## src/rtl/pls_pkg.sv

```systemverilog
// Shared types, constants and the per-byte rating function for the plaintext scorer.
// No dependencies; used by pls_front, pls_queue, pls_back and the checker.
package pls_pkg;

    // Buffer length the saturation bound is sized for
    localparam int MAX_BYTES = 65536;
    localparam int BOUND     = (10 * MAX_BYTES > 1048575) ? 1048575 : 10 * MAX_BYTES;

    // Work queue sizing
    localparam int QDEPTH = 4;
    localparam int QAW    = $clog2(QDEPTH);

    // One rating is -10..+10
    typedef logic signed [4:0] t_rating;

    localparam t_rating R_CTRL  = -5'sd4;
    localparam t_rating R_TRIP  = -5'sd5;
    localparam t_rating R_PAIR  = -5'sd2;
    localparam t_rating R_GLUE  = -5'sd10;
    localparam t_rating R_WORD  = 5'sd10;
    localparam t_rating R_PUNCT = -5'sd2;
    localparam t_rating R_NONE  = 5'sd0;

    // Request passed from front to back: up to three ratings, packed from slot 0
    typedef struct packed {
        t_rating [2:0] d;
        logic [1:0]    n;
        logic          last;
    } t_work;

    function automatic logic is_letter(input logic [7:0] x);
        return (x > 8'd64 && x < 8'd91) || (x > 8'd96 && x < 8'd123);
    endfunction

    function automatic logic is_digit(input logic [7:0] x);
        return x > 8'd47 && x < 8'd58;
    endfunction

    function automatic logic glue_before(input logic [7:0] x);
        return x == 8'h3E || x == 8'h23 || x == 8'h25 || x == 8'h24 || x == 8'h5E ||
               x == 8'h7E || x == 8'h29 || x == 8'h5D || x == 8'h7D || x == 8'h7C;
    endfunction

    function automatic logic glue_after(input logic [7:0] x);
        return x == 8'h3C || x == 8'h23 || x == 8'h25 || x == 8'h24 || x == 8'h5E ||
               x == 8'h7E || x == 8'h28 || x == 8'h5B || x == 8'h7B || x == 8'h7C;
    endfunction

    // Rating of byte c from its predecessor p and successors n1, n2 (h* = present)
    function automatic t_rating rate(
        input logic [7:0] c,
        input logic       hp,
        input logic [7:0] p,
        input logic       h1,
        input logic [7:0] n1,
        input logic       h2,
        input logic [7:0] n2
    );
        t_rating r;
        logic    punct;
        logic    space;
        punct = c == 8'h2E || c == 8'h3B || c == 8'h21 || c == 8'h3F;
        space = n1 == 8'h20 || n1 == 8'h09 || n1 == 8'h0A;
        if ((c > 8'd0 && c < 8'd9) || (c > 8'd13 && c < 8'd32)) begin
            r = R_CTRL;
        end else if (h1 && h2 && c == n1 && n1 == n2) begin
            r = R_TRIP;
        end else if (h1 && c == n1) begin
            r = R_PAIR;
        end else if (is_digit(c) || is_letter(c)) begin
            if (h1 && hp && is_digit(c) && is_letter(n1)) begin
                r = R_GLUE;
            end else if (hp && glue_before(p)) begin
                r = R_GLUE;
            end else if (h1 && glue_after(n1)) begin
                r = R_GLUE;
            end else begin
                r = R_WORD;
            end
        end else if (h1 && punct && !space) begin
            r = R_PUNCT;
        end else begin
            r = R_NONE;
        end
        return r;
    endfunction

endpackage

```

## src/rtl/pls_front.sv

```systemverilog
// Front part: three-byte window, rates bytes as their neighbours arrive.
// Depends on pls_pkg; issues one t_work request per accepted byte.
module pls_front (
    input  logic            i_clk,
    input  logic            i_rst_n,
    input  logic            i_accept,
    input  logic [7:0]      i_data_byte,
    input  logic            i_last_byte,
    output pls_pkg::t_work  o_work
);

    logic [7:0] r_w0, r_w1, r_w2;
    logic [1:0] r_fill;
    logic       r_first;

    logic [7:0] n_w0, n_w1, n_w2;
    logic [1:0] n_fill;
    logic       n_first;

    logic             fill2, k2;
    logic [7:0]       q0, pbase;
    logic             hp0;
    pls_pkg::t_rating d_full, d_t0, d_t1;

    // Window view after the optional full rating
    assign fill2 = r_fill[1];
    assign k2    = r_fill != 2'd0;
    assign q0    = fill2 ? r_w2 : (k2 ? r_w1 : i_data_byte);
    assign pbase = fill2 ? r_w1 : r_w0;
    assign hp0   = fill2 ? 1'b1 : !r_first;

    // Three independent raters
    assign d_full = pls_pkg::rate(r_w1, !r_first, r_w0, 1'b1, r_w2, 1'b1, i_data_byte);
    assign d_t0   = pls_pkg::rate(q0, hp0, pbase, k2, k2 ? i_data_byte : 8'd0,
                                  1'b0, 8'd0);
    assign d_t1   = pls_pkg::rate(i_data_byte, 1'b1, q0, 1'b0, 8'd0, 1'b0, 8'd0);

    // Pack valid ratings from slot 0 in processing order
    always_comb begin
        o_work.last = i_last_byte;
        o_work.d    = '0;
        o_work.n    = 2'd0;
        if (i_last_byte) begin
            if (fill2) begin
                o_work.d = {d_t1, d_t0, d_full};
                o_work.n = 2'd3;
            end else if (k2) begin
                o_work.d = {pls_pkg::R_NONE, d_t1, d_t0};
                o_work.n = 2'd2;
            end else begin
                o_work.d = {pls_pkg::R_NONE, pls_pkg::R_NONE, d_t0};
                o_work.n = 2'd1;
            end
        end else if (fill2) begin
            o_work.d = {pls_pkg::R_NONE, pls_pkg::R_NONE, d_full};
            o_work.n = 2'd1;
        end
    end

    // Window update
    always_comb begin
        n_w0    = r_w0;
        n_w1    = r_w1;
        n_w2    = r_w2;
        n_fill  = r_fill;
        n_first = r_first;
        if (i_accept) begin
            if (i_last_byte) begin
                n_w0    = 8'd0;
                n_w1    = 8'd0;
                n_w2    = 8'd0;
                n_fill  = 2'd0;
                n_first = 1'b1;
            end else begin
                if (fill2) begin
                    n_w0    = r_w1;
                    n_first = 1'b0;
                end
                n_w1   = q0;
                n_w2   = k2 ? i_data_byte : 8'd0;
                n_fill = k2 ? 2'd2 : 2'd1;
            end
        end
    end

    always_ff @(posedge i_clk) begin
        if (!i_rst_n) begin
            r_w0    <= 8'd0;
            r_w1    <= 8'd0;
            r_w2    <= 8'd0;
            r_fill  <= 2'd0;
            r_first <= 1'b1;
        end else begin
            r_w0    <= n_w0;
            r_w1    <= n_w1;
            r_w2    <= n_w2;
            r_fill  <= n_fill;
            r_first <= n_first;
        end
    end

endmodule

```

## src/rtl/pls_queue.sv

```systemverilog
// Short request queue that decouples the front from the back.
// Depends on pls_pkg for t_work and the depth constants.
module pls_queue (
    input  logic            i_clk,
    input  logic            i_rst_n,
    input  logic            i_wr,
    input  pls_pkg::t_work  i_work,
    output logic            o_full,
    input  logic            i_rd,
    output logic            o_valid,
    output pls_pkg::t_work  o_work
);

    pls_pkg::t_work r_mem [pls_pkg::QDEPTH];
    logic [pls_pkg::QAW-1:0] r_wp, r_rp;
    logic [pls_pkg::QAW:0]   r_cnt;

    logic do_wr, do_rd;

    assign o_full  = r_cnt == (pls_pkg::QAW+1)'(pls_pkg::QDEPTH);
    assign o_valid = r_cnt != '0;
    assign o_work  = r_mem[r_rp];
    assign do_wr   = i_wr && !o_full;
    assign do_rd   = i_rd && o_valid;

    // Storage, no reset needed
    always_ff @(posedge i_clk) begin
        if (do_wr) begin
            r_mem[r_wp] <= i_work;
        end
    end

    // Pointers and occupancy
    always_ff @(posedge i_clk) begin
        if (!i_rst_n) begin
            r_wp  <= '0;
            r_rp  <= '0;
            r_cnt <= '0;
        end else begin
            if (do_wr) begin
                r_wp <= r_wp + 1'b1;
            end
            if (do_rd) begin
                r_rp <= r_rp + 1'b1;
            end
            if (do_wr && !do_rd) begin
                r_cnt <= r_cnt + 1'b1;
            end else if (do_rd && !do_wr) begin
                r_cnt <= r_cnt - 1'b1;
            end
        end
    end

endmodule

```

## src/rtl/pls_back.sv

```systemverilog
// Back: saturating accumulator, one rating a cycle unless held, result register.
// Depends on pls_pkg for t_work and the saturation bound.
module pls_back (
    input  logic                i_clk,
    input  logic                i_rst_n,
    input  logic                i_valid,
    input  pls_pkg::t_work      i_work,
    output logic                o_rd,
    output logic                o_empty,
    input  logic                i_pop,
    output logic signed [20:0]  o_score,
    output logic                o_clipped
);

    localparam logic signed [21:0] BND = 22'(pls_pkg::BOUND);

    logic signed [20:0] r_score, n_score;
    logic               r_flag, n_flag;
    logic [1:0]         r_step;
    logic               r_out_valid;
    logic signed [20:0] r_out_score;
    logic               r_out_clip;

    logic               have, done, go, out_free;
    logic signed [21:0] sum;
    pls_pkg::t_rating   d_cur;

    assign out_free = !r_out_valid || i_pop;
    assign d_cur    = i_work.d[r_step];
    assign have     = {1'b0, r_step} < {1'b0, i_work.n};
    assign done     = ({1'b0, r_step} + 3'd1) >= {1'b0, i_work.n};
    assign go       = i_valid && (!(done && i_work.last) || out_free);
    assign o_rd     = go && done;

    // Saturating add of the current rating
    always_comb begin
        sum     = {r_score[20], r_score} + 22'(d_cur);
        n_score = r_score;
        n_flag  = r_flag;
        if (have) begin
            if (sum > BND) begin
                n_score = 21'(BND);
                n_flag  = 1'b1;
            end else if (sum < -BND) begin
                n_score = 21'(-BND);
                n_flag  = 1'b1;
            end else begin
                n_score = sum[20:0];
            end
        end
    end

    // Accumulator and step counter
    always_ff @(posedge i_clk) begin
        if (!i_rst_n) begin
            r_score <= '0;
            r_flag  <= 1'b0;
            r_step  <= 2'd0;
        end else if (go) begin
            if (done) begin
                r_step <= 2'd0;
            end else begin
                r_step <= r_step + 2'd1;
            end
            if (done && i_work.last) begin
                r_score <= '0;
                r_flag  <= 1'b0;
            end else begin
                r_score <= n_score;
                r_flag  <= n_flag;
            end
        end
    end

    // Result register
    always_ff @(posedge i_clk) begin
        if (!i_rst_n) begin
            r_out_valid <= 1'b0;
        end else if (go && done && i_work.last) begin
            r_out_valid <= 1'b1;
        end else if (i_pop) begin
            r_out_valid <= 1'b0;
        end
    end

    always_ff @(posedge i_clk) begin
        if (go && done && i_work.last) begin
            r_out_score <= n_score;
            r_out_clip  <= n_flag;
        end
    end

    assign o_empty   = !r_out_valid;
    assign o_score   = r_out_score;
    assign o_clipped = r_out_clip;

endmodule

```

## src/rtl/plaintext_likelihood_scorer_core.sv

```systemverilog
// Plaintext likelihood scorer: one byte per cycle unless full, one score per buffer.
// Result: the score is registered once the back has added the last byte's ratings,
// and waits behind any requests queued ahead of it.
// Throughput: one byte a cycle unless full; the back spends extra steps on a buffer's
// last ratings, so full rises when short buffers follow closely on each other.
// Reset: synchronous, active low; clears window, queue, accumulator and result.
module plaintext_likelihood_scorer_core (
    input  logic               i_clk,
    input  logic               i_rst_n,
    input  logic               push,
    output logic               full,
    input  logic [7:0]         i_data_byte,
    input  logic               i_last_byte,
    output logic               empty,
    input  logic               pop,
    output logic signed [20:0] o_score,
    output logic               o_clipped
);

    pls_pkg::t_work f_work, q_work;
    logic           accept, q_valid, q_rd;

    assign accept = push && !full;

    // Front: window and raters
    pls_front u_front (
        .i_clk       (i_clk),
        .i_rst_n     (i_rst_n),
        .i_accept    (accept),
        .i_data_byte (i_data_byte),
        .i_last_byte (i_last_byte),
        .o_work      (f_work)
    );

    // Decoupling queue
    pls_queue u_queue (
        .i_clk   (i_clk),
        .i_rst_n (i_rst_n),
        .i_wr    (push),
        .i_work  (f_work),
        .o_full  (full),
        .i_rd    (q_rd),
        .o_valid (q_valid),
        .o_work  (q_work)
    );

    // Back: accumulator and result register
    pls_back u_back (
        .i_clk     (i_clk),
        .i_rst_n   (i_rst_n),
        .i_valid   (q_valid),
        .i_work    (q_work),
        .o_rd      (q_rd),
        .o_empty   (empty),
        .i_pop     (pop),
        .o_score   (o_score),
        .o_clipped (o_clipped)
    );

endmodule

```

## config.mk

```make
export PLATFORM = sky130hd
export DESIGN_NAME = plaintext_likelihood_scorer_core
export DESIGN_NICKNAME = d
export VERILOG_FILES = /design/src/rtl/pls_pkg.sv /design/src/rtl/pls_front.sv /design/src/rtl/pls_queue.sv /design/src/rtl/pls_back.sv /design/src/rtl/plaintext_likelihood_scorer_core.sv
export SDC_FILE = /design/constraint.sdc
export NUM_CORES = 1
export LEC_CHECK = 0
export BUFFER_PORTS_ARGS = -buffer_cell sky130_fd_sc_hd__buf_2
export CAP_MARGIN = 30
export CELL_PAD_IN_SITES_DETAIL_PLACEMENT = 0
export CELL_PAD_IN_SITES_GLOBAL_PLACEMENT = 1
export CORE_MARGIN = 2
export CORE_UTILIZATION = 28
export CTS_CLUSTER_DIAMETER = 150
export DETAILED_ROUTE_END_ITERATION = 8
export MAX_ROUTING_LAYER = met4
export PLACE_DENSITY = 0.63
export SETUP_SLACK_MARGIN = 0.2
export SYNTH_ARGS = -nofsm -noshare
export SYNTH_HDL_FRONTEND = slang
export SYNTH_SLANG_ARGS = --single-unit
```

## constraint.sdc

```tcl
create_clock -name i_clk -period 9.6 [get_ports i_clk]
set_input_delay 1.44 -clock i_clk [delete_from_list [all_inputs] [get_ports i_clk]]
set_output_delay 1.44 -clock i_clk [all_outputs]
set_load 0.01 [all_outputs]
```

==> impl_results.md <==
- Status: finished, final reports clean
- Required @ worst endpoint: 9.75 ns
- Cell taking the most area after synthesis: edfxtp_1
- Routability cong.: 0.8397
- Worst-Skew Late Latency: 0.43 ns
- Detailed placement HPWL: 15550 um
- Largest net degree at the start of global routing: 53
- Final min period: 5.693 ns
- Top post-synthesis cells by area: edfxtp_1, dfxtp_1, nand2_1
- Post-synth top cells: nand2_1, edfxtp_1, nor2_1, a21oi_1, dfxtp_1
- Multi-input gate area: around 0.0047 mm2
- CP endpoint kind: flip-flop
- Syn nets: between 900 and 1000
- Num ports: 37
- Gr ovfl total: 0
- Count leader, synth: nand2_1
- Core Area: roughly 0.03 mm2
- CP cell instances: mux4_2 > nand2_1 > nor2_1 > a31oi_1 > nand2_1 > ha_1 > a21oi_2 > o21ai_1 > a221oi_1 > nand2_1 > mux2i_1 > o22ai_1 > o2bb2ai_1 > a31oi_4 > o21ai_1
- Post-CTS Resized: 0
- Worst slack, placed: 3.895 ns
- Post-synth cell types: 82
- Area growth syn-to-layout: 12.35%
- Hold_buf cts: 0
- # fillers: 3213
- Setup ws final: 3.907 ns
- Synth Warn #: 0
- Leading register cell type out of synthesis: edfxtp_1
- Gate count of the mapped netlist: 929
- Die area: 0.03222 mm2
- Post-synth EDFFs: 78
- Clock sink total: 139
- Finished Layout Cells: 1334
- Placed Cells incl. Taps: 1302
- Fmax achieved: 0.1757 GHz
- Initial antenna violation count: 0
- Worst EP arrival: slightly below 6 ns
- Final Max Tran Viols: 0
- Antenna diodes: 0
- H-tree depth: 4
- Async SR Flop Fraction: 0%
- Fin Hold WS: between 0.4 and 0.5 ns
- First-pass GRT wire length: approximately 36000 um
- Number of buffers created by CTS: 17
- Crit path max fanout: 18
- Longest Clk Path Bufs: 2
- Power density cells: around 360 mW/mm2
- Slew @ Worst Pin: 0.9300 ns
- CP most frequent cell: nand2_1
- Sequential area share after synthesis: around two fifths
- Post-synth top area share: 27.16%
- Synthesized area: 0.008625 mm2
- Site row count: 64
- Placed Area: 0.009075 mm2
- DRC violations left: 0
- Synth Register Bits: 139
- Critical path class: flip-flop to flip-flop
- Antenna viol nets, final: 0
- Synthesized area per cell: roughly 9.3 um2
- Register area: 0.003563 mm2
- Worst path slowest cell: dfxtp_1
- Layout cells sized above 1: 11.94%
- Slew headroom: 37.91%
- Crit path launch type: flip-flop
- Final Hold Viols: 0
- RSZ-0062 raised after global routing: no
- Via density per instance: 5.101
- CTS tree: done
- Total GRT Usage: 14.19%
- Leakage: 3.421 nW
- Skew final: around 0.011 ns
- Setup TNS: 0 ns
- Max-cap violations: 0
- DRT iter0 DRCs: approximately 450
- Post-CTS Setup Bufs: 0
- Final worst-path cycle share: 59.30%
- Final WL: 22010 um
- Max VDD drop: 0.1937 mV
- Vias in the first global route: 6709
- Initial Util: 28.34%
- Drt first pass iters: 5
- IO buf count: 36
- DIE HEIGHT: 179.5 um
- Via count: 6805
- Die W: 179.5 um
- Avg WL per Cell: 16.50 um
- CTS root buf: clkbuf_16
- Hold Crit Class: flip-flop to flip-flop
- Reg clk slew, reported paths: 0.06 ns
- Final number of setup-violating endpoints: 0
- Design area: between 0.009 and 0.01 mm2
- Max incr delay on CP: 0.93 ns
- Layout Nets: around 1000
## path summary, 6_finish.rpt
check | slack, ns | cells after the start | endpoint | start
max | 3.91 | 15 | u_back.o_score[4] | flip-flop
min | 0.50 | 2 | u_back.r_score[10] | u_back.r_score[10]
max reg2reg | 3.91 | 15 | u_back.o_score[4] | flip-flop
min reg2reg | 0.50 | 2 | u_back.r_score[10] | u_back.r_score[10]
## power by group
| group | leakage [nW] | switching (W) | internal (W) | total [W] |
|---|---|---|---|---|
| combinational | 1.93 | 0.00119 | 0.000670 | 0.00186 |
| sequential | 1.20 | 0.0000964 | 0.000827 | 0.000924 |
| clock | 0.297 | 0.000274 | 0.000415 | 0.000689 |
## registers in the layout, summed over array words and instances (netlist names), named ones only
| signal | flops |
|---|---|
| u_queue.r_mem | 56 |
| u_back.o_score | 21 |
| u_back.r_score | 21 |
| u_front.r_w0 | 8 |
| u_front.r_w1 | 8 |
| u_front.r_w2 | 8 |
| u_queue.r_cnt | 3 |
| u_back.r_step | 2 |
| u_front.r_fill | 2 |
| u_queue.r_rp | 2 |
| u_queue.r_wp | 2 |
| u_back.o_clipped | 1 |
| u_back.r_flag | 1 |
| u_back.r_out_valid | 1 |
| u_front.r_first | 1 |
## metal layers
layer | wire length (um) | GRT usage (%) | vias to the layer above
met5 | 0 | - | -
met4 | 201 | 3.220 | 0
met3 | 630 | 2.451 | 20
met2 | 10530 | 23.13 | 118
met1 | 10650 | 18.44 | 3239
li1 | - | - | 3428
## cell type report
class | count | area share, %
multi-input combinational | 691 | 48.13
tap | 396 | 5.114
timing repair buffer | 42 | 2.324
clock inverter | 14 | 1.911
clock buffer | 18 | 4.429
sequential | 139 | 36.78
inverter | 34 | 1.317
## critical path: cells and delay by family, from the launching register on
kind                       cells  cell delay, ns
AOI/OAI and AO/OA              8            2.06
DFF                            1            0.93
adders and majority gates      1            0.58
muxes                          2            1.00
and+or+nand+nor                4            0.81
## cell families after synthesis
logic type               synth area share (%)
buffers and inverters                   4.613
AND/OR/NAND/NOR                         17.50
flip-flops                              41.32
XOR/XNOR                                4.367
adder cells (fa/ha/maj)                 5.281
multiplexers                            5.890
AO/OA/AOI/OAI                           21.04
## stage by stage
step / total power [W] / utilization [%]
after floorplan: 0.002387 / -
final: 0.003472 / 31.84
after global placement: 0.002806 / 29.82
after detailed placement: 0.002808 / 29.82
after global routing: 0.003752 / 31.84
after CTS: 0.003503 / 31.84
## cell usage in the layout (no fill, tap or decap), types with 9 or more instances in the layout
master / count
edfxtp_1: 78
nand4_1: 9
clkbuf_16: 17
o21ai_0: 36
nand3_1: 31
mux2i_1: 17
nand2b_1: 11
o31ai_1: 12
a32o_1: 13
mux4_2: 13
a21o_1: 9
xnor2_1: 22
dfxtp_1: 61
o21ai_1: 14
xor2_1: 21
a22oi_1: 10
o22ai_1: 13
nor2_1: 76
a21oi_1: 65
ha_1: 30
o21a_1: 11
buf_2: 36
inv_1: 34
nand2_1: 109
nor3_1: 27
and2_1: 9
a31oi_1: 10
(Power assumes the default switching activity.)
